[config.mk]
export PLATFORM = sky130hd
export DESIGN_NAME = bfl_queue
export DESIGN_NICKNAME = d
export VERILOG_FILES = /design/src/design/assert_macros.svh /design/src/design/bfl_pkg.sv /design/src/design/bfl_queue.sv
export SDC_FILE = /design/constraint.sdc
export NUM_CORES = 1
export LEC_CHECK = 0
export BUFFER_PORTS_ARGS = -buffer_cell sky130_fd_sc_hd__buf_2
export CAP_MARGIN = 5
export CELL_PAD_IN_SITES_DETAIL_PLACEMENT = 0
export CELL_PAD_IN_SITES_GLOBAL_PLACEMENT = 2
export CORE_MARGIN = 3
export CORE_UTILIZATION = 39
export DETAILED_ROUTE_END_ITERATION = 6
export PLACE_DENSITY_LB_ADDON = 0.1
export SETUP_SLACK_MARGIN = 0.3
export SYNTH_ARGS = -nofsm -noshare
export SYNTH_HDL_FRONTEND = slang
export SYNTH_SLANG_ARGS = --single-unit
[constraint.sdc]
create_clock -name clk -period 3.3 [get_ports clk]
set_input_delay 0 -clock clk [delete_from_list [all_inputs] [get_ports clk]]
set_output_delay 0 -clock clk [all_outputs]
set_load 0.01 [all_outputs]
[src/design/assert_macros.svh]
// assertion macros shared by the block fifo rtl
// expects clk and rst_n in the scope where a macro is used
`ifndef ASSERT_MACROS_SVH
`define ASSERT_MACROS_SVH

// property must hold at every clock edge out of reset
`define ASSERT_ALWAYS(label, prop, msg) \
    label: assert property (@(posedge clk) disable iff (!rst_n) (prop)) \
        else $error(msg);

// condition must never be seen out of reset
`define ASSERT_NEVER(label, cond, msg) \
    label: assert property (@(posedge clk) disable iff (!rst_n) !(cond)) \
        else $error(msg);

`endif

[src/design/bfl_pkg.sv]
// package of the block fifo: sizes, codes, types and ring pointer helpers
// no dependencies
`timescale 1ns / 1ps
`default_nettype none

package bfl_pkg;

    localparam int SLOT_COUNT  = 16;
    localparam int SLOT_BYTES  = 64;
    localparam int MAX_LEN     = SLOT_BYTES - 2;
    localparam int SLOT_W      = $clog2(SLOT_COUNT);
    localparam int FILL_W      = $clog2(SLOT_BYTES);
    localparam int BYTE_DEPTH  = SLOT_COUNT * (2 ** FILL_W);
    localparam int QUEUE_DEPTH = 2;
    localparam int FREE_W      = 4;
    localparam int LEN_OUT_W   = 6;

    typedef logic [SLOT_W-1:0]    slot_t;
    typedef logic [SLOT_W:0]      slot_ext_t;
    typedef logic [FILL_W-1:0]    idx_t;
    typedef logic [FREE_W-1:0]    free_t;
    typedef logic [LEN_OUT_W-1:0] len_out_t;

    typedef enum logic {
        ACT_PUSH = 1'b0,
        ACT_POP  = 1'b1
    } bfl_action_t;

    typedef enum logic [1:0] {
        ST_PUSH_OK   = 2'd0,
        ST_PUSH_REJ  = 2'd1,
        ST_POP_DATA  = 2'd2,
        ST_POP_EMPTY = 2'd3
    } bfl_status_t;

    typedef enum logic [1:0] {
        BK_IDLE,
        BK_LEN,
        BK_STREAM
    } bfl_back_state_t;

    // one entry of the queue between front and back
    typedef struct packed {
        logic        is_pop;
        bfl_status_t status;
        idx_t        len;
        free_t       free;
        slot_t       slot;
    } bfl_cmd_t;

    // front side write port of both stores
    typedef struct packed {
        logic       byte_en;
        logic       len_en;
        slot_t      slot;
        idx_t       idx;
        logic [7:0] data;
        idx_t       len;
    } bfl_wr_t;

    // back side read port of both stores
    typedef struct packed {
        logic  byte_en;
        logic  len_en;
        slot_t slot;
        idx_t  idx;
    } bfl_rd_t;

    function automatic slot_t next_slot(slot_t s);
        return (s == slot_t'(SLOT_COUNT - 1)) ? '0 : s + slot_t'(1);
    endfunction

    // (SLOT_COUNT-1+rd-wr) mod SLOT_COUNT, kept to FREE_W bits
    function automatic free_t free_slots_calc(slot_t rd, slot_t wr);
        slot_ext_t t;
        t = {1'b0, rd} + slot_ext_t'(SLOT_COUNT - 1) - {1'b0, wr};
        if (t >= slot_ext_t'(SLOT_COUNT))
        begin
            t = t - slot_ext_t'(SLOT_COUNT);
        end
        return free_t'(t);
    endfunction

endpackage

`default_nettype wire

[src/design/bfl_queue.sv]
// short command queue between the front and the back of the block fifo
// depends on bfl_pkg
`timescale 1ns / 1ps
`default_nettype none

module bfl_queue (
    input  wire logic             clk,
    input  wire logic             rst_n,
    input  wire logic             push,
    input  wire bfl_pkg::bfl_cmd_t wdata,
    output logic                  full,
    input  wire logic             pop,
    output bfl_pkg::bfl_cmd_t     head,
    output logic                  head_valid
);

    localparam int PTR_W = (bfl_pkg::QUEUE_DEPTH > 1) ? $clog2(bfl_pkg::QUEUE_DEPTH) : 1;
    localparam int CNT_W = $clog2(bfl_pkg::QUEUE_DEPTH + 1);

    bfl_pkg::bfl_cmd_t  entry_reg [bfl_pkg::QUEUE_DEPTH];
    logic [PTR_W-1:0]   wptr_reg;
    logic [PTR_W-1:0]   wptr_next;
    logic [PTR_W-1:0]   rptr_reg;
    logic [PTR_W-1:0]   rptr_next;
    logic [CNT_W-1:0]   count_reg;
    logic [CNT_W-1:0]   count_next;

    function automatic logic [PTR_W-1:0] ptr_inc(logic [PTR_W-1:0] p);
        return (p == PTR_W'(bfl_pkg::QUEUE_DEPTH - 1)) ? '0 : p + PTR_W'(1);
    endfunction

    assign full       = (count_reg == CNT_W'(bfl_pkg::QUEUE_DEPTH));
    assign head_valid = (count_reg != '0);
    assign head       = entry_reg[rptr_reg];

    always_comb
    begin
        wptr_next  = push ? ptr_inc(wptr_reg) : wptr_reg;
        rptr_next  = pop ? ptr_inc(rptr_reg) : rptr_reg;
        count_next = count_reg;
        if (push && !pop)
        begin
            count_next = count_reg + CNT_W'(1);
        end
        else if (pop && !push)
        begin
            count_next = count_reg - CNT_W'(1);
        end
    end

    always_ff @(posedge clk or negedge rst_n)
    begin
        if (!rst_n)
        begin
            wptr_reg  <= '0;
            rptr_reg  <= '0;
            count_reg <= '0;
        end
        else
        begin
            wptr_reg  <= wptr_next;
            rptr_reg  <= rptr_next;
            count_reg <= count_next;
        end
    end

    always_ff @(posedge clk)
    begin
        if (push)
        begin
            entry_reg[wptr_reg] <= wdata;
        end
    end

endmodule

`default_nettype wire

# Word-level counts from Yosys, hierarchy flattened
# Memories as Yosys holds them, arrays and structs flattened.
# Cells that the tools add are included.
totals:
  out_inout_bits: 19
  ram_bits: 34
  memories: 1
  ff_bits: 4
  wordCells: 21
mem_list:
  columns: ["memory", "depth", "width", "read_ports", "rd_ports_with_merged_regs", "wr", "line", "source"]
  rows:
  - ["entry_reg", 2, 17, 1, 0, 1, "bfl_queue.sv:20", "bfl_pkg::bfl_cmd_t entry_reg [bfl_pkg::QUEUE_DEPTH];"]
op_classes:
  addsub: 4
  n_reduce_logical: 6
  eq_ne: 1
  mux: 6
ops:
  columns: ["operator", "n"]
  rows:
  - ["1-bit 2-to-1 mux", 4]
  - ["2-bit 2-to-1 mux", 2]
  - ["2-bit nonzero test", 2]
  - ["1-bit adder (second input constant)", 2]
  - ["2-bit by 1-bit adder with 2-bit output (second input constant)", 1]
  - ["2-bit equality test (second input constant)", 1]
  - ["1-bit logical AND", 2]
  - ["1-bit logical NOT", 2]
  - ["2-bit by 1-bit subtractor with 2-bit output (second input constant)", 1]

# Logic depth before layout (Yosys ltp)
logic_depth:
  word_depth: 4
  mapped_depth: 5

# Least setup slack after synthesis
# OpenSTA, ideal clock, no wires.
synth_path:
  path_type: "reg2reg"
  startpoint: "register wptr_reg"
  endpoint: "memory entry_reg[0][0] in the netlist's numbering, enable pin"
  setup_ps: 393
  n_path_buf: 0
  t_arrival_ps: 1183
  t_required_ps: 2907
  synth_period_minus_slack_ps: 1575
  path_stages_with_launch: 2
  setup_slack_ps: 1725
  path_cell_list: "dfrtp_1 -> nor2b_1"
synth_rtl:
  columns: ["item", "line", "source"]
  rows:
  - ["start, declared", "bfl_queue.sv:21", "logic [PTR_W-1:0] wptr_reg;"]
  - ["start signal, assigned", "bfl_queue.sv:61", "wptr_reg <= wptr_next;"]
  - ["end, declared", "bfl_queue.sv:20", null]
# No word-level cell before the write port.

==> metrics <==
critical path buffer and inverter count 1; ys flop type edfxtp_1; WS Path Type reg -> out; Synth Register Bits 38; Die Ht 67.3 um; Area Overhead vs Synth 34.7%; clock latency on the worst-skew pair about 0.28 ns; main area contributors after synthesis edfxtp_1 (70%), mux2_4 (9.2%), dfrtp_1 (6.8%), mux2_2 (6.1%), xor2_1 (2.4%); Final WS setup ~1.5 ns; most frequent cell after synthesis edfxtp_1; Crit. End Element output port; Iter 0 DRT Violations 17; clk root buf clkbuf_8; RD Place Congestion 0.667; post-CTS sizing 0; Port Buffers 39; CP Data Arrival Time 1.80 ns; clk slew on worst S/H paths 0.07 ns; post-layout util 57.0%; VDD IR-drop max 0.407 mV; f_max 555 MHz; vias in the first global route 812; Post-DRT Antenna Nets 0; # rows 21; FF-to-FF path depth 1; cells after synthesis 69; H-tree depth 2; layout cells sized above 1 48.5%; nets 155; cell area after synthesis 0.00147 mm^2; Post-Syn Nets between 90 and 100; Max Clock Skew 0.00570 ns; Starting Density between 40% and 50%; worst-margin pin slew 0.927 ns; CP Max Fanout 18; fin crit period 1.80 ns; Static Leak 0.796 nW; total grt overflow 0; RSZ-0062 raised after global routing no; GRT Total Usage around 12%; status complete, no violations; number of cells on the critical path 2; Yosys Warn Count 0; DR vias 776; WL/cell 12.4 um; Place WS between 1.5 and 2 ns; mean post-synth cell area 21.3 um^2; hold crit path type in -> async; cell breakdown of the critical path mux2_2, buf_2; Async SR Flop Fraction around a tenth; sequential area share after synthesis 76.5%; max reg flops 34; Post-Route WL between 2 and 2.5 mm; ant diodes 0; Via-to-Cell Ratio roughly 4.3; post-synth top area cell edfxtp_1; Die X ~67 um; CP peak stage delay 0.95 ns; Yosys cell types 14; Clock Sinks 38; Setup violations, final 0; worst reg2reg setup slack 1.81 ns; TNS Setup 0 ns; Fin. Hold Viols 0; Residual DRC 0; worst hold slack 0.0665 ns; DIE AREA 0.00453 mm^2; Max Cap Viol 0; wire length of the first global-routing pass 3.75 mm; CP max-delay cell dfrtp_1; antenna violations before repair 0; EDFF count, synth 34; Pins Over Slew Limit 0; pin count of the biggest net entering global routing 19; CTS tree built; cts bufs inserted 5; CORE AREA 0.00347 mm^2; synth cell count leaders edfxtp_1 (34), mux2_4 (9), mux2_2 (8); Max clock buf depth 2; First-pass DRT Iterations 3; Slew HR between 30% and 40%; pwr/cell area between 700 and 800 mW/mm^2; Synth top area share 69.6%; period utilisation layout 54.6%; CP required 3.30 ns; CP delay by family, top flip-flops; startpoint types register; # IOs 40; Post-CTS Setup Inserts 0
==> power breakdown <==
| part | switching, mW | total [mW] | internal [mW] | leakage [nW] |
|---|---|---|---|---|
| combinational | 0.171 | 0.414 | 0.243 | 0.389 |
| clock | 0.150 | 0.294 | 0.144 | 0.0416 |
| sequential | 0.0879 | 0.734 | 0.646 | 0.366 |
==> cell type report <==
class / instances / area [um^2]
multi-input cells: 28 / 313
well taps: 46 / 57.6
fillers: 290 / 1490
inverters: 1 / 3.75
flip-flops and latches: 38 / 1120
clock buffers: 5 / 68.8
clock inverters: 3 / 16.3
repair buffers: 59 / 395
==> worst paths after layout <==
kind | to | startpoint
setup / recovery | head[8] | rptr_reg$_DFFE_PN0P_
hold / removal | wptr_reg$_DFFE_PN0P_ | rst_n
setup reg to reg | entry_reg[0][10]$_DFFE_PP_ | wptr_reg$_DFFE_PN0P_
hold reg to reg | count_reg[1]$_DFFE_PN0P_ | count_reg[1]$_DFFE_PN0P_
max in group asynchronous | rptr_reg$_DFFE_PN0P_ | rst_n
min in group clk | entry_reg[0][8]$_DFFE_PP_ | wdata[8]
==> per-layer routing <==
metal	global-route usage, %	share of wire, %	routed length, um	vias to the layer above
li1	-	-	-	387
met1	14.8	43	960	355
met2	17.7	48	1070	30
met3	4.83	8.2	183	4
met4	3.80	0.76	17	0
met5	0	0	0	-
==> placed cells by master, fill, tap and decap left out, drive strengths merged, types with 2 or more instances in the layout <==
cell / count
buf: 39
clkbuf: 5
clkinv: 2
dfrtp: 4
dlygate4sd3: 20
edfxtp: 34
mux2: 17
nor2b: 2
xor2: 4
==> what timing repair did <==
action | CTS | global route
hold buffers | 20 | 0
endpoints found under the hold margin | 40 | 0
setup endpoints to repair | 0 | 0
==> kinds of logic after synthesis <==
| kind of cell | after synthesis | synth area share [%] |
|---|---|---|
| DFF | 38 | 76.5 |
| adders and majority gates | 1 | 0.853 |
| buffers and inverters | 3 | 2.39 |
| and+or+nand+nor | 5 | 1.96 |
| xor gates and xnor gates | 5 | 2.99 |
| muxes | 17 | 15.4 |
==> stage by stage <==
stage,instance area [um^2],std cells,power [mW]
4_1_cts,1980,180,1.47
5_1_grt,1980,180,1.54
6_report,1980,180,1.44
3_3_place_gp,1690,152,1.15
3_5_place_dp,1690,152,1.15
2_1_floorplan,1470,69,1.03
Power figures use the tool's default switching activity.
