## src/design/assert_macros.svh

```systemverilog
// assertion macros shared by the block fifo rtl
// expects clk and rst_n in the scope where a macro is used
`ifndef ASSERT_MACROS_SVH
`define ASSERT_MACROS_SVH

// property must hold at every clock edge out of reset
`define ASSERT_ALWAYS(label, prop, msg) \
    label: assert property (@(posedge clk) disable iff (!rst_n) (prop)) \
        else $error(msg);

// condition must never be seen out of reset
`define ASSERT_NEVER(label, cond, msg) \
    label: assert property (@(posedge clk) disable iff (!rst_n) !(cond)) \
        else $error(msg);

`endif

```

## src/design/bfl_ram.sv

```systemverilog
// generic simple dual port ram, one write and one registered read port
// read data holds while the read enable is low
`timescale 1ns / 1ps
`default_nettype none

module bfl_ram #(
    parameter int WIDTH = 8,
    parameter int DEPTH = 16
) (
    input  wire logic                     clk,
    input  wire logic                     we,
    input  wire logic [$clog2(DEPTH)-1:0] waddr,
    input  wire logic [WIDTH-1:0]         wdata,
    input  wire logic                     re,
    input  wire logic [$clog2(DEPTH)-1:0] raddr,
    output logic      [WIDTH-1:0]         rdata
);

    logic [WIDTH-1:0] mem_reg [DEPTH];

    always_ff @(posedge clk)
    begin
        if (we)
        begin
            mem_reg[waddr] <= wdata;
        end
        if (re)
        begin
            rdata <= mem_reg[raddr];
        end
    end

endmodule

`default_nettype wire

```

## config.mk

```make
export PLATFORM = sky130hd
export DESIGN_NAME = bfl_ram
export DESIGN_NICKNAME = d
export VERILOG_FILES = /design/src/design/assert_macros.svh /design/src/design/bfl_ram.sv
export SDC_FILE = /design/constraint.sdc
export NUM_CORES = 1
export LEC_CHECK = 0
export BUFFER_PORTS_ARGS = -buffer_cell sky130_fd_sc_hd__buf_2
export CELL_PAD_IN_SITES_DETAIL_PLACEMENT = 0
export CELL_PAD_IN_SITES_GLOBAL_PLACEMENT = 1
export CORE_UTILIZATION = 53
export CTS_CLUSTER_DIAMETER = 120
export DETAILED_ROUTE_END_ITERATION = 7
export MAX_ROUTING_LAYER = met4
export PLACE_DENSITY = 0.89
export SYNTH_ARGS = -nofsm -noshare
export SYNTH_HDL_FRONTEND = slang
export SYNTH_SLANG_ARGS = --single-unit
```

## constraint.sdc

```tcl
create_clock -name clk -period 2.45 [get_ports clk]
set_clock_uncertainty 0.05 [all_clocks]
set_input_delay 0.3675 -clock clk [delete_from_list [all_inputs] [get_ports clk]]
set_output_delay 0.3675 -clock clk [all_outputs]
set_load 0.01 [all_outputs]
```

# Word-level counts from Yosys, hierarchy flattened
# Memory sizes are Yosys's and may differ from the RTL's. A register that Yosys moved wholly into a read port is not among the register bits.
# Index checks and enable logic that the tools add are counted.
# op_classes
n_mux	2
# ops
op	n
1-bit 2-to-1 mux	2
# word_totals
elab_cells	3
memories	1
ram_bits	128
out_inout_bits	8
register_bits	0
# mem_list
name	depth	word_bits	rd	rd_ports_with_merged_regs	write_ports	line_no	source
mem_reg	16	8	1	1	1	bfl_ram.sv:19	logic [WIDTH-1:0] mem_reg [DEPTH];

# Logic depth before layout (Yosys ltp)
# Gate-level depths: netlist of the first run.
# depth
depth_word	2
ltp_mapped	5
depth_no_buf	3

# Worst setup path before layout of the first run
# No wires, ideal clock.
# synth_timing
kind	input port to flip-flop
start	input waddr[2]
end	memory mem_reg[0][0] (enable)
slack_ns	0.540
path_stages	2
arrival_ns	1.477
cell_sequence	or3b_2 nor3_1
# synth_lines
element	line_no	source
from (decl)	bfl_ram.sv:12	input wire logic [$clog2(DEPTH)-1:0] waddr,
to (decl)	bfl_ram.sv:19	
# Straight into the memory's write port.

==> reports/results.ini, run 1 <==
[cells_and_area]
syn_to_final_growth_pct = 17.8
antenna_cells = 0
fin_cells = 426
largest_reg_flops = 128
nets = 303
layout_common_cells = edfxtp_1 (136), buf_2 (26), mux4_2 (18), buf_4 (18)
final_common_cell = edfxtp_1
drive_gt1_share_pct = 31.0

[detailed_routing]
drt.antenna.violating_nets = 0
drt-total-wl_mm = 10.3
drtPass1Iterations = 4
vias_per_cell = 5.86
drt_iter0_markers = 215
drc = 0
wl_per_cell_um = 24.1
dr_total_vias = 2498

[synth]
synth_nets = 248
ys_ff_latch = 136
syn-cell-area_um2 = 5230
synth_cell_types = 18
syn_inst = 229
yosysWarnings = 0
syn_avg_cell_area_um2 = 22.8
synth_seq_area_share_pct = 78.1

[clock_tree]
htree_num_levels = 4
ctsHoldBuffers = 0
clkSlewWorstSetupHoldPaths_ns = 0.06
clock_path_buffers = 2
cts.sinks = 136
tritoncts = built
postCtsSetupRepairBufs = 0
clock_latency_ns = 0.51
cts_buffers = 17
clockRootBuffer = clkbuf_8
cts_resized = 0

[sta]
holdWs_ns = 0.153
rsz0062_at_grt = no
finalHoldViolCount = 0
tightestPinTransition_ns = 0.659
period_needed_ns = 1.66
setup_tns_ns = 0
fin_crit_sh_pct = 67.7
setup_viol = 0
relSlewSlack_pct = 55.9
max_freq_ghz = 0.603
finalMaxSlewViolations = 0

[outcome]
status = finished clean

[global_routing]
gr-usage-all-layers_pct = 23.3
grt_pass1_vias = 2586
grt_overflow = 0
grt_pass1_wl_mm = 15.3
grt_max_degree = 19
grt_antenna_before_repair = 0

[die]
core_area_um2 = 9420
start_util_pct = 55.5
num_rows = 35
die_x_um = 101
ioPinCount = 27
dieArea_um2 = 10300
die_height_um = 101

[power_and_ir_drop]
finalPower_w = 0.00521
p_per_area_nw_per_um2 = 846
leakagePower_nw = 2.08
vdd_ir_drop_max_uv = 525

[flow_run]
max-cap-violations = 0

[worst_setup_path]
cp_max_fo = 1
end_kind = flip-flop
crit_required_ns = 2.65
arrival_ns = 1.86
start_kind = flip-flop
crit_type = flip-flop to flip-flop

[placed_design]
portBuffers = 26
dp.cells = 394
hpwl_mm = 6.29
gp_congestion = 0.789

[hold_path]
hp-class = input port to flip-flop

-- per-layer routing --
| metal | vias up | GRT usage (%) | routed length (µm) |
|---|---|---|---|
| met3 | 13 | 7.59 | 771 |
| met5 | - | - | 0 |
| li1 | 1095 | - | - |
| met4 | 0 | 11.0 | 161 |
| met1 | 1276 | 29.6 | 4310 |
| met2 | 114 | 34.3 | 5040 |
-- Yosys cell counts, drive strengths merged --
library cell / count / share of area (%)
and2b: 1 / 0.14
nor2: 13 / 0.93
nand3b: 2 / 0.29
nor2b: 1 / 0.12
nand2: 9 / 0.65
nor3: 4 / 0.38
clkdlybuf4s25: 3 / 0.57
edfxtp: 136 / 78
buf: 7 / 1.1
a22oi: 16 / 2.3
nand2b: 2 / 0.24
mux4: 32 / 15
and2: 1 / 0.12
nand3: 1 / 0.096
or3b: 1 / 0.17
-- through the flow --
stage               util [%]  worst slack, ns  cell area [µm²]
floorplan                  -            0.540             5230
global placement        59.6            0.357             5610
detailed placement      59.6            0.326             5610
CTS                     65.4            0.771             6160
global route            65.4            0.742             6160
finish                  65.4            0.792             6160
-- report_power, final --
part	internal (W)	switching (W)
clock network	0.00142	0.000906
registers	0.00262	0.0000138
logic	0.000103	0.000140
total	0.00415	0.00106
-- worst max-delay path: stages (launching register included) --
cell,delay [ns]
edfxtp_1,0.42
mux4_1,0.57
a22oi_1,0.24
nand2_1,0.11
-- cell families after synthesis --
logic type      after synthesis  synth area share, %
flops                       136                 78.1
simple gates                 35                 3.14
mux                          32                 14.8
compound gates               16                 2.30
buf+inv                      10                 1.65
-- area by class of cell --
type	instances	area, µm²
flip-flops and latches	136	4080
fillers	591	3260
multi-input cells	83	1060
clock buffers	17	414
repair buffers	46	305
well taps	129	161
clock inverters	15	136
-- final timing paths --
kind	startpoint	end	slack, ns	depth (start not counted)
min reg2reg	mem_reg[14][1]	rdata[1]	0.70	3
max reg2reg	mem_reg[9][4]	rdata[4]	0.79	3
max	mem_reg[9][4]	rdata[4]	0.79	3
min	re	rdata[3]	0.15	1
Power figures use the tool's default switching activity.
==> run 2: changes to the inputs <==
- CORE_UTILIZATION: 53 -> 48
- PLACE_DENSITY: 0.89 -> 0.85
- clock period: 2.45 -> 1.5 ns (I/O delays scaled with it)
==> run 2 against run 1 <==
  * Clock power rose by 84%
  * Routed wire length fell by 3.1%
  * Global-route usage fell by 3.0 points
  * First-iteration DRC count rose by 0.47%
  * Design area rose by 2.0%
  * Count of clock-buffer cells in the layout rose by 2
  * Register-to-register slack got worse by 0.79 ns
  * Via count rose by 0.76%
==> reports/results.ini, run 2 (synthesis gave the netlist of run 1 again) <==
[die]
die_height_um = 106  ; +5.0%
die_x_um = 106  ; +5.0%
ioPinCount = 27  ; unchanged
start_util_pct = 50.0  ; -5.6 points
num_rows = 37  ; +5.7%
dieArea_um2 = 11300  ; +10%
core_area_um2 = 10500  ; +11%

[sta]
rsz0062_at_grt = yes
max_freq_ghz = 0.667  ; +11%
finalMaxSlewViolations = 0  ; unchanged
relSlewSlack_pct = 45.7  ; -10 points
finalHoldViolCount = 0  ; unchanged
fin_crit_sh_pct = 100  ; +32 points
tightestPinTransition_ns = 0.812  ; +0.153 ns
period_needed_ns = 1.50  ; -0.159 ns
setup_viol = 0  ; unchanged

[cells_and_area]
syn_to_final_growth_pct = 20.2
largest_reg_flops = 128  ; unchanged
drive_gt1_share_pct = 38.5  ; +7.6 points
final_common_cell = edfxtp_1
antenna_cells = 0  ; unchanged
fin_cells = 437  ; +2.6%
layout_common_cells = edfxtp_1 (136), mux4_2 (28), buf_2 (26), buf_4 (20), clkbuf_16 (16)
nets = 307  ; +1.3%

[power_and_ir_drop]
p_sw_share_pct = 20.3  ; -0.10 points
power_frac_comb_pct = 4.7  ; about the same
leakagePower_nw = 2.11  ; +1.3%
vdd_ir_drop_max_uv = 916  ; +74%
internal-power_w = 0.00720  ; +73%
switchingPower_w = 0.00183  ; +72%
power_frac_seq_pct = 47.8  ; -2.8 points
clkPwrFrac_pct = 47.5  ; +2.8 points
p_per_area_nw_per_um2 = 1440  ; +70%
finalPower_w = 0.00902  ; +73%

[clock_tree]
postCtsSetupRepairBufs = 0  ; unchanged
cts.sinks = 136  ; unchanged
clockRootBuffer = clkbuf_8
clock_path_buffers = 2  ; unchanged
htree_num_levels = 4  ; unchanged
tritoncts = built
cts_buffers = 17  ; unchanged
clkSlewWorstSetupHoldPaths_ns = 0.06  ; about the same
clock_latency_ns = 0.52  ; about the same

[worst_setup_path]
path_cells = mux4_2 -> a22oi_2 -> nand2_1
critPathSlowestCell = mux4_2
arrival_ns = 1.70  ; -0.16 ns
crit_buf_inv = 0  ; unchanged
crit_required_ns = 1.70  ; -0.95 ns
max_stage_delay_ns = 0.48  ; -0.09 ns
cp_max_fo = 1  ; unchanged
rr_startpoint = mem_reg[0][1]
cp-startpoint = mem_reg[0][1]
crit_type = flip-flop to flip-flop
cpLargestDelayFamily = multiplexers
start_kind = flip-flop
end_kind = flip-flop

[detailed_routing]
drt-total-wl_mm = 9.97  ; -3.1%
vias_per_cell = 5.76  ; -1.8%
drc = 0  ; unchanged
drtPass1Iterations = 5  ; +1
wl_per_cell_um = 22.8  ; -5.5%
drt.antenna.violating_nets = 0  ; unchanged
dr_total_vias = 2517  ; +0.76%
drt_iter0_markers = 216  ; +0.47%

[flow_run]
max-cap-violations = 0  ; unchanged

[hold_path]
hp-class = input port to flip-flop
hold_start = re

[outcome]
status = finished clean

[placed_design]
portBuffers = 26  ; unchanged
hpwl_mm = 6.19  ; -1.7%
dp.cells = 405  ; +2.8%
gp_congestion = 0.732  ; -7.3%

[global_routing]
grt_overflow = 0  ; unchanged
grt_max_degree = 21  ; +2
gr-usage-all-layers_pct = 20.3  ; -3.0 points
grt_pass1_wl_mm = 15.0  ; -1.8%
grt_pass1_vias = 2654  ; +2.6%
grt_antenna_before_repair = 0  ; unchanged

## run 2: final timing paths
| check | cells past startpoint | slack (ns) | to |
|---|---|---|---|
| worst max register to register | 3 | 0.0004 | rdata[1] |
| worst min-delay path | 1 | 0.03 | rdata[7] |
| worst min register to register | 3 | 0.72 | rdata[6] |
| worst max-delay path | 3 | 0.0004 | rdata[1] |
## run 2: per-layer routing
metal / vias to the layer above / routed length (µm) / global-route usage [%]
li1: 1089 / - / -
met1: 1288 / 3910 / 24.8
met2: 117 / 5160 / 31.9
met3: 23 / 686 / 4.90
met4: 0 / 218 / 10.0
met5: - / 0 / -
## run 2: area by class of cell
cell class	count	area (µm²)
clock buffers	19	422
clock inverters	13	193
fillers	708	4180
multi-input cells	83	1050
flip-flops and latches	136	4080
well taps	136	170
repair buffers	50	360
## run 2: timing repair
item                                    CTS  global route
pin swaps                                 1             2
endpoints found under the setup margin    3             6
gates resized for setup                   2             7
hold buffers                              0             0
## run 2: per-stage QoR
| step | setup slack (ns) | area, µm² | setup TNS (ns) | utilization, % | hold slack, ns |
|---|---|---|---|---|---|
| finish | 0.000393 | 6280 | 0 | 60.1 | 0.0292 |
| global route | -0.0527 | 6280 | -0.157 | 60.1 | 0.0190 |
| CTS | -0.0345 | 6270 | -0.0996 | 59.9 | 0.00898 |
| detailed placement | -0.330 | 5650 | -3.03 | 54.0 | 0.552 |
| global placement | -0.281 | 5650 | -2.67 | 54.0 | 0.551 |
| floorplan | -0.0411 | 5220 | -1.34 | - | 0.274 |
## run 2: power by group through the flow
stage	combinational [W]	clock, W	sequential (W)
after floorplan	0.000224	0	0.00439
after global placement	0.000404	0	0.00438
after detailed placement	0.000413	0	0.00439
after CTS	0.000421	0.00433	0.00431
after global routing	0.000462	0.00447	0.00431
final	0.000427	0.00429	0.00431
## run 2: worst reg2reg max path, stage by stage (launching register included)
cell and delay (ns):
edfxtp_1 0.39, mux4_2 0.48, a22oi_2 0.21, nand2_1 0.10
