==> src/design/assert_macros.svh <==
// assertion macros shared by the block fifo rtl
// expects clk and rst_n in the scope where a macro is used
`ifndef ASSERT_MACROS_SVH
`define ASSERT_MACROS_SVH

// property must hold at every clock edge out of reset
`define ASSERT_ALWAYS(label, prop, msg) \
    label: assert property (@(posedge clk) disable iff (!rst_n) (prop)) \
        else $error(msg);

// condition must never be seen out of reset
`define ASSERT_NEVER(label, cond, msg) \
    label: assert property (@(posedge clk) disable iff (!rst_n) !(cond)) \
        else $error(msg);

`endif

==> src/design/bfl_pkg.sv <==
// package of the block fifo: sizes, codes, types and ring pointer helpers
// no dependencies
`timescale 1ns / 1ps
`default_nettype none

package bfl_pkg;

    localparam int SLOT_COUNT  = 16;
    localparam int SLOT_BYTES  = 64;
    localparam int MAX_LEN     = SLOT_BYTES - 2;
    localparam int SLOT_W      = $clog2(SLOT_COUNT);
    localparam int FILL_W      = $clog2(SLOT_BYTES);
    localparam int BYTE_DEPTH  = SLOT_COUNT * (2 ** FILL_W);
    localparam int QUEUE_DEPTH = 2;
    localparam int FREE_W      = 4;
    localparam int LEN_OUT_W   = 6;

    typedef logic [SLOT_W-1:0]    slot_t;
    typedef logic [SLOT_W:0]      slot_ext_t;
    typedef logic [FILL_W-1:0]    idx_t;
    typedef logic [FREE_W-1:0]    free_t;
    typedef logic [LEN_OUT_W-1:0] len_out_t;

    typedef enum logic {
        ACT_PUSH = 1'b0,
        ACT_POP  = 1'b1
    } bfl_action_t;

    typedef enum logic [1:0] {
        ST_PUSH_OK   = 2'd0,
        ST_PUSH_REJ  = 2'd1,
        ST_POP_DATA  = 2'd2,
        ST_POP_EMPTY = 2'd3
    } bfl_status_t;

    typedef enum logic [1:0] {
        BK_IDLE,
        BK_LEN,
        BK_STREAM
    } bfl_back_state_t;

    // one entry of the queue between front and back
    typedef struct packed {
        logic        is_pop;
        bfl_status_t status;
        idx_t        len;
        free_t       free;
        slot_t       slot;
    } bfl_cmd_t;

    // front side write port of both stores
    typedef struct packed {
        logic       byte_en;
        logic       len_en;
        slot_t      slot;
        idx_t       idx;
        logic [7:0] data;
        idx_t       len;
    } bfl_wr_t;

    // back side read port of both stores
    typedef struct packed {
        logic  byte_en;
        logic  len_en;
        slot_t slot;
        idx_t  idx;
    } bfl_rd_t;

    function automatic slot_t next_slot(slot_t s);
        return (s == slot_t'(SLOT_COUNT - 1)) ? '0 : s + slot_t'(1);
    endfunction

    // (SLOT_COUNT-1+rd-wr) mod SLOT_COUNT, kept to FREE_W bits
    function automatic free_t free_slots_calc(slot_t rd, slot_t wr);
        slot_ext_t t;
        t = {1'b0, rd} + slot_ext_t'(SLOT_COUNT - 1) - {1'b0, wr};
        if (t >= slot_ext_t'(SLOT_COUNT))
        begin
            t = t - slot_ext_t'(SLOT_COUNT);
        end
        return free_t'(t);
    endfunction

endpackage

`default_nettype wire

==> src/design/bfl_if.sv <==
// request and response channel interfaces of the block fifo
// valid/ready handshake, no dependencies
`timescale 1ns / 1ps
`default_nettype none


interface bfl_rsp_if;
    logic       valid;
    logic       ready;
    logic [1:0] status;
    logic [7:0] out_byte;
    logic       run_last;
    logic [5:0] block_length;
    logic [3:0] free_slots;

    modport source (output valid, status, out_byte, run_last, block_length, free_slots,
                    input ready);
    modport sink   (input valid, status, out_byte, run_last, block_length, free_slots,
                    output ready);
endinterface

`default_nettype wire

==> src/design/bfl_back.sv <==
// back of the block fifo: drains the command queue, reads popped blocks
// out of the byte store and drives the response register; uses bfl_pkg
`timescale 1ns / 1ps
`default_nettype none
`include "assert_macros.svh"

module bfl_back (
    input  wire logic              clk,
    input  wire logic              rst_n,
    bfl_rsp_if.source              rsp,
    input  wire bfl_pkg::bfl_cmd_t head,
    input  wire logic              head_valid,
    output logic                   deq,
    output bfl_pkg::bfl_rd_t       rd,
    input  wire logic [7:0]        byte_rdata,
    input  wire bfl_pkg::idx_t     len_rdata,
    output logic                   pop_done
);

    bfl_pkg::bfl_back_state_t state_reg;
    bfl_pkg::bfl_back_state_t state_next;
    bfl_pkg::slot_t           slot_reg;
    bfl_pkg::slot_t           slot_next;
    bfl_pkg::free_t           free_reg;
    bfl_pkg::free_t           free_next;
    bfl_pkg::idx_t            len_reg;
    bfl_pkg::idx_t            len_next;
    bfl_pkg::idx_t            idx_reg;
    bfl_pkg::idx_t            idx_next;
    logic                     s1_valid_reg;
    logic                     s1_valid_next;
    logic                     s1_last_reg;
    logic                     s1_last_next;
    logic                     out_valid_reg;
    logic                     out_valid_next;
    bfl_pkg::bfl_status_t     out_status_reg;
    bfl_pkg::bfl_status_t     out_status_next;
    logic [7:0]               out_byte_reg;
    logic [7:0]               out_byte_next;
    logic                     out_last_reg;
    logic                     out_last_next;
    bfl_pkg::len_out_t        out_len_reg;
    bfl_pkg::len_out_t        out_len_next;
    bfl_pkg::free_t           out_free_reg;
    bfl_pkg::free_t           out_free_next;
    logic                     out_load;
    logic                     s1_move;
    logic                     issue;
    logic                     last_idx;

    assign rsp.valid        = out_valid_reg;
    assign rsp.status       = out_status_reg;
    assign rsp.out_byte     = out_byte_reg;
    assign rsp.run_last     = out_last_reg;
    assign rsp.block_length = out_len_reg;
    assign rsp.free_slots   = out_free_reg;

    // s1 is the byte ram output register, out is the response register
    assign out_load = !out_valid_reg || rsp.ready;
    assign s1_move  = s1_valid_reg && out_load;
    assign issue    = (state_reg == bfl_pkg::BK_STREAM) && (!s1_valid_reg || s1_move);
    assign last_idx = (idx_reg + bfl_pkg::idx_t'(1)) == len_reg;

    always_comb
    begin
        state_next    = state_reg;
        slot_next     = slot_reg;
        free_next     = free_reg;
        len_next      = len_reg;
        idx_next      = idx_reg;
        s1_last_next  = s1_last_reg;
        deq           = 1'b0;
        pop_done      = 1'b0;
        rd.byte_en    = issue;
        rd.len_en     = 1'b0;
        rd.slot       = slot_reg;
        rd.idx        = idx_reg;

        unique case (state_reg)
            bfl_pkg::BK_IDLE:
            begin
                // wait for the last popped byte to leave s1 before the next command
                if (head_valid && !s1_valid_reg)
                begin
                    if (head.is_pop)
                    begin
                        deq        = 1'b1;
                        rd.len_en  = 1'b1;
                        rd.slot    = head.slot;
                        slot_next  = head.slot;
                        free_next  = head.free;
                        state_next = bfl_pkg::BK_LEN;
                    end
                    else if (out_load)
                    begin
                        deq = 1'b1;
                    end
                end
            end
            bfl_pkg::BK_LEN:
            begin
                len_next   = len_rdata;
                idx_next   = '0;
                state_next = bfl_pkg::BK_STREAM;
            end
            bfl_pkg::BK_STREAM:
            begin
                if (issue)
                begin
                    idx_next     = idx_reg + bfl_pkg::idx_t'(1);
                    s1_last_next = last_idx;
                    if (last_idx)
                    begin
                        pop_done   = 1'b1;
                        state_next = bfl_pkg::BK_IDLE;
                    end
                end
            end
            default:
            begin
                state_next = bfl_pkg::BK_IDLE;
            end
        endcase

        s1_valid_next = s1_valid_reg;
        if (issue)
        begin
            s1_valid_next = 1'b1;
        end
        else if (s1_move)
        begin
            s1_valid_next = 1'b0;
        end

        out_valid_next  = out_valid_reg;
        out_status_next = out_status_reg;
        out_byte_next   = out_byte_reg;
        out_last_next   = out_last_reg;
        out_len_next    = out_len_reg;
        out_free_next   = out_free_reg;
        priority if (s1_move)
        begin
            out_valid_next  = 1'b1;
            out_status_next = bfl_pkg::ST_POP_DATA;
            out_byte_next   = byte_rdata;
            out_last_next   = s1_last_reg;
            out_len_next    = bfl_pkg::len_out_t'(len_reg);
            out_free_next   = free_reg;
        end
        else if (deq && !head.is_pop)
        begin
            out_valid_next  = 1'b1;
            out_status_next = head.status;
            out_byte_next   = '0;
            out_last_next   = 1'b1;
            out_len_next    = bfl_pkg::len_out_t'(head.len);
            out_free_next   = head.free;
        end
        else if (rsp.ready)
        begin
            out_valid_next = 1'b0;
        end
    end

    always_ff @(posedge clk or negedge rst_n)
    begin
        if (!rst_n)
        begin
            state_reg     <= bfl_pkg::BK_IDLE;
            s1_valid_reg  <= 1'b0;
            out_valid_reg <= 1'b0;
        end
        else
        begin
            state_reg     <= state_next;
            s1_valid_reg  <= s1_valid_next;
            out_valid_reg <= out_valid_next;
        end
    end

    always_ff @(posedge clk)
    begin
        slot_reg       <= slot_next;
        free_reg       <= free_next;
        len_reg        <= len_next;
        idx_reg        <= idx_next;
        s1_last_reg    <= s1_last_next;
        out_status_reg <= out_status_next;
        out_byte_reg   <= out_byte_next;
        out_last_reg   <= out_last_next;
        out_len_reg    <= out_len_next;
        out_free_reg   <= out_free_next;
    end

    `ASSERT_ALWAYS(a_s1_holds, s1_valid_reg && !out_load |=> s1_valid_reg && $stable(s1_last_reg), "s1 byte lost")
    `ASSERT_ALWAYS(a_done_fills_s1, pop_done |=> s1_valid_reg && s1_last_reg, "last byte missing")
    `ASSERT_NEVER(a_len_after_drain, (state_reg == bfl_pkg::BK_LEN) && s1_valid_reg, "pop started early")

endmodule

`default_nettype wire

==> src/flat_wrapper.sv <==
// flat-port wrapper written by rule: the top's interface ports become plain ports
module bfl_back_flat 
  (clk, rst_n, head, head_valid, deq, rd, byte_rdata, len_rdata, pop_done, rsp_valid, rsp_status, rsp_out_byte, rsp_run_last, rsp_block_length, rsp_free_slots, rsp_ready);
  bfl_rsp_if rsp_i ();
  input  wire logic clk;
  input  wire logic rst_n;
  input  wire bfl_pkg::bfl_cmd_t head;
  input  wire logic head_valid;
  output logic deq;
  output bfl_pkg::bfl_rd_t rd;
  input  wire logic [7:0] byte_rdata;
  input  wire bfl_pkg::idx_t len_rdata;
  output logic pop_done;
  output wire logic [$bits(rsp_i.valid)-1:0] rsp_valid;
  output wire logic [$bits(rsp_i.status)-1:0] rsp_status;
  output wire logic [$bits(rsp_i.out_byte)-1:0] rsp_out_byte;
  output wire logic [$bits(rsp_i.run_last)-1:0] rsp_run_last;
  output wire logic [$bits(rsp_i.block_length)-1:0] rsp_block_length;
  output wire logic [$bits(rsp_i.free_slots)-1:0] rsp_free_slots;
  input wire logic [$bits(rsp_i.ready)-1:0] rsp_ready;
  assign rsp_valid = rsp_i.valid;
  assign rsp_status = rsp_i.status;
  assign rsp_out_byte = rsp_i.out_byte;
  assign rsp_run_last = rsp_i.run_last;
  assign rsp_block_length = rsp_i.block_length;
  assign rsp_free_slots = rsp_i.free_slots;
  assign rsp_i.ready = rsp_ready;
  bfl_back u_core (.clk(clk), .rst_n(rst_n), .rsp(rsp_i), .head(head), .head_valid(head_valid), .deq(deq), .rd(rd), .byte_rdata(byte_rdata), .len_rdata(len_rdata), .pop_done(pop_done));
endmodule
==> config.mk <==
export PLATFORM = sky130hd
export DESIGN_NAME = bfl_back_flat
export DESIGN_NICKNAME = d
export VERILOG_FILES = /design/src/design/bfl_pkg.sv /design/src/design/bfl_if.sv /design/src/design/bfl_back.sv /design/src/flat_wrapper.sv
export VERILOG_INCLUDE_DIRS = /design/src /design/src/design
export SDC_FILE = /design/constraint.sdc
export NUM_CORES = 1
export LEC_CHECK = 0
export ABC_CLOCK_PERIOD_IN_PS = 3900
export BUFFER_PORTS_ARGS = -buffer_cell sky130_fd_sc_hd__buf_2
export CORE_UTILIZATION = 45
export DETAILED_ROUTE_END_ITERATION = 10
export PLACE_DENSITY = 0.74
export SYNTH_ARGS = -nofsm -noshare
export SYNTH_HDL_FRONTEND = slang
export SYNTH_SLANG_ARGS = --single-unit
==> constraint.sdc <==
create_clock -name clk -period 3.9 [get_ports clk]
set_input_delay 0.39 -clock clk [delete_from_list [all_inputs] [get_ports clk]]
set_output_delay 0.39 -clock clk [all_outputs]
set_load 0.05 [all_outputs]
# Yosys cells after proc, flatten, opt, wreduce, memory -nomap -nowiden
# Index checks and enable logic that the tools add are counted.
dict set report classes {
  n_eq_ne 7
  n_reduce_logical 18
  muxes 30
  add_sub_neg 1
}
# cell count
set op_table {}
lappend op_table {{two-way mux 6 bit} 3}
lappend op_table {{two-way mux 8 bit} 2}
lappend op_table {{two-way mux 5 bit} 3}
lappend op_table {{two-way mux 1 bit} 14}
lappend op_table {{one-hot mux 6 bit (2 select lines)} 1}
lappend op_table {{two-way mux 2 bit} 4}
lappend op_table {{two-way mux 4 bit} 2}
lappend op_table {{adder 6 x 1 -> 6 bit (second input constant)} 1}
lappend op_table {{equality test 6 bit} 1}
lappend op_table {{inequality test 2 x 1 -> 1 bit (second input constant)} 3}
lappend op_table {{one-hot mux 2 bit (3 select lines)} 1}
lappend op_table {{nonzero test 2 bit} 3}
lappend op_table {{logical AND 1 bit} 4}
lappend op_table {{AND reduction 2 bit} 2}
lappend op_table {{AND reduction 4 bit} 1}
lappend op_table {{zero test 1 bit} 3}
lappend op_table {{AND reduction 3 bit} 1}
lappend op_table {{nonzero test 3 bit} 1}
lappend op_table {{equality test 2 x 1 -> 1 bit (second input constant)} 1}
lappend op_table {{equality test 2 bit (second input constant)} 1}
lappend op_table {{zero test 2 bit} 1}
lappend op_table {{logical OR 1 bit} 2}
lappend op_table {{inequality test 2 bit (second input constant)} 1}
dict set report totals {
  ff_bits 46
  output_inout_bits 36
  elab_cells 69
  in_bits 35
}

# Longest topological paths before layout
dict set report depth {
  word_depth 9
  mapped_depth 6
}

# Worst setup path before layout
# OpenSTA, ideal clock, no wires.
dict set report synth_path {
  kind {reg-to-output}
  from {register u_core.idx_reg[0]}
  to {output pop_done}
  required_time_ns 3.510
  stages_incl_launch_ff 5
  path_buffers 0
  arrival_ns 2.547
  setup_slack_ns 0.963
  path_cell_list {edfxtp_1 and3_4 and3_4 xor3_2 nor3_1}
}
dict set report synth_via {
  elab_chain_len 5
}
# item line_no
set synth_lines {}
lappend synth_lines {{from (decl)} bfl_back.sv:28} ;# bfl_pkg::idx_t idx_reg;
lappend synth_lines {{from (signal assigned)} bfl_back.sv:186} ;# idx_reg <= idx_next;
lappend synth_lines {{adder 6 x 1 -> 6 bit} bfl_back.sv:62} ;# assign last_idx = (idx_reg + bfl_pkg::idx_t'(1)) == len_reg;
lappend synth_lines {{equality test 6 bit} bfl_back.sv:62}
lappend synth_lines {{two-way mux 1 bit} bfl_back.sv:112} ;# if (last_idx)
lappend synth_lines {{two-way mux 1 bit} bfl_back.sv:108} ;# if (issue)
lappend synth_lines {{two-way mux 1 bit} bfl_back.sv:79} ;# unique case (state_reg)
lappend synth_lines {{to (decl)} flat_wrapper.sv:13} ;# output logic pop_done;
# Every way passes these cells.

==> results.ini <==
[route]
wl_met2_um=1870
routed_wl_um=3810
viasPerCell=4.84
drc_errors=0
drtIter0Drc=65
wl_per_cell_um=14.0
drt.antenna.violating_nets=0
dr_total_vias=1317
routed.top_layer=met4
wl_met1_um=1670
dr_wl_met3_um=213
firstDrtPassIters=4

[power_and_ir_drop]
power.leakage_nw=1.11
vdd_drop_max_uv=331
total_power_mw=2.29
power_density_nw_per_um2=922

[timing]
fin_skew_ns=0.00883
worst_slew_pin_slew_ns=0.943
rsz0062_at_grt=false
max_freq_ghz=0.366
setup_violations=0
tns_ns=0
period_minus_slack_ns=2.73
hold_viol=0
finalWorstSetupSlack_ns=1.17
slew_violations=0
slew_headroom=0.371
fin_crit_sh=0.701

[synthesis]
synthFlopType=edfxtp_1
synthCells=149
yosys_warnings=0
yosysTopAreaCell=edfxtp_1
async_flop_share=0.0870
yosysTopAreaCellShare=0.610
syn_area_um2=1970
syn_area_per_cell_um2=13.2
ys_seq_elements=46
synth_seq_area_share=0.681
synth_most_common_cell=edfxtp_1
synth_cell_types=28
synth.area.top_cells=edfxtp_1, nand2_1, dfrtp_1
yosys-top-cells-count=edfxtp_1, nand2_1, and3_1, nor2_1, xnor2_1
synth_nets=185
synth_edf_count=40

[final_layout]
area_delta_synth_final_pct=26.0
nFillCells=342
drive_gt1_frac=0.396
postLayoutCellArea_um2=2480
largest_reg_flops=8
fin_nets=257
insertedDiodeCount=0

[global_route]
grt_pass1_wl_um=5600
overflow=0
antenna_found_initial=0
gr-usage-all-layers=0.170
grt_pass1_vias=1249
grt_max_degree=20

[cts]
cts.clk_slew.worst_paths_ns=0.09
clock_sinks=46
h-tree-depth=2
clockBufferDepth=2
numCtsBuffers=5
clk_latency_ns=0.30
clockRootBuffer=clkbuf_8
cts_tree=yes
post_cts_buffers=0

[critical_path]
critPathMaxStageDelay_ns=0.52
worst-endpoint-required_ns=3.51
worstRegToRegCells=3
worstPathMaxFanout=13
slowest_stage=dfrtp_1
startpoint_type=flip-flop
end_kind=output pin
r2r_slack_ns=1.72
path_class=flip-flop to output pin
r2r_end=u_core.rsp.block_length[3]$_DFFE_PP_
r2r-start=u_core.s1_valid_reg$_DFFE_PN0P_
crit_chain=nor4b_4, and2_1, mux2_2, buf_2
critPathArrivalTime_ns=2.34

[floorplanning]
core_region_area_um2=4090
rows=23
fp.dieH_um=68.2
start_util=0.482
die_w_um=68.2
ioPinCount=71
die_area_um2=4650

[worst_hold_path]
hp-class=input pin to flip-flop
hold_path.startpoint=len_rdata[2]
holdPathStages=1
holdPathEnd=u_core.len_reg[2]$_DFFE_PP_

[run_status]
status=complete, no violations

[placed_design]
io_buffer_count=70
dp_hpwl_um=2830
place_area_um2=2360
place_ws_ns=1.49
gp_congestion=0.816

[run]
maxCapViolCount=0

[area by class of cell]
| type | count | area [um2] | area share |
|---|---|---|---|
| Inverter | 2 | 7.51 | 0.00303 |
| Timing Repair Buffer | 71 | 360 | 0.145 |
| Sequential cell | 46 | 1340 | 0.541 |
| Clock inverter | 3 | 43.8 | 0.0177 |
| Tap cell | 50 | 62.6 | 0.0252 |
| Clock buffer | 5 | 68.8 | 0.0277 |
| Multi-Input combinational cell | 95 | 597 | 0.241 |
[worst max-delay path by stage]
stage               end  slack (ns)                             from
2_1_floorplan  pop_done        0.96  u_core.idx_reg[0]$_SDFFCE_PN0P_
3_3_place_gp      rd[7]        1.58  u_core.s1_valid_reg$_DFFE_PN0P_
3_5_place_dp      rd[8]        1.49  u_core.s1_valid_reg$_DFFE_PN0P_
4_1_cts           rd[8]        1.15  u_core.s1_valid_reg$_DFFE_PN0P_
5_1_grt           rd[7]        1.01  u_core.s1_valid_reg$_DFFE_PN0P_
6_report          rd[8]        1.17  u_core.s1_valid_reg$_DFFE_PN0P_
[cell usage in the layout, fill, tap and decap left out, types with 2 or more instances in the layout]
cell type,n
clkbuf_8,5
and3_4,2
mux2_2,4
nor2b_1,2
and2_1,5
mux2i_1,2
inv_1,2
dfxtp_1,2
dfrtp_1,4
xnor2_1,7
xor2_1,4
and3_1,8
edfxtp_1,40
buf_2,70
nor2_1,8
nand2b_1,5
nand2_1,38
[per-stage QoR]
step                      utilization  hold slack [ns]  instances
after floorplan                     -           0.0944        149
after global placement          0.577            0.198        263
after detailed placement        0.577            0.201        263
after CTS                       0.607            0.253        272
after global routing            0.607            0.249        272
final                           0.607            0.265        272
[what timing repair did]
item,in CTS,in global routing
hold buffers,1,0
resized for setup,0,0
endpoints found under the hold margin,4,0
[metal layers]
metal | vias to the layer above | track usage
met3 | 9 | 0.0517
li1 | 656 | -
met1 | 607 | 0.217
met2 | 45 | 0.272
met4 | 0 | 0.0599
met5 | - | 0
[critical path: cells and delay by family, from the launching register on]
| family | cells | cell delay [ns] |
|---|---|---|
| and+or+nand+nor | 2 | 0.91 |
| DFF | 1 | 0.52 |
| muxes | 1 | 0.40 |
| buffers and inverters | 1 | 0.21 |
[report_power, final]
group	internal [mW]	total [mW]	switching [mW]
clock network	0.192	0.360	0.167
logic	0.268	1.07	0.803
registers	0.759	0.858	0.0987
total	1.22	2.29	1.07
[kinds of logic after synthesis]
group                    Yosys count  synth area share
flip-flops                        46             0.681
adder cells (fa/ha/maj)            1           0.00635
AO/OA/AOI/OAI                      2           0.00762
multiplexers                       6            0.0330
XOR/XNOR                          12            0.0616
AND/OR/NAND/NOR                   74             0.193
buffers and inverters              8            0.0178
Power figures use the tool's default switching activity.
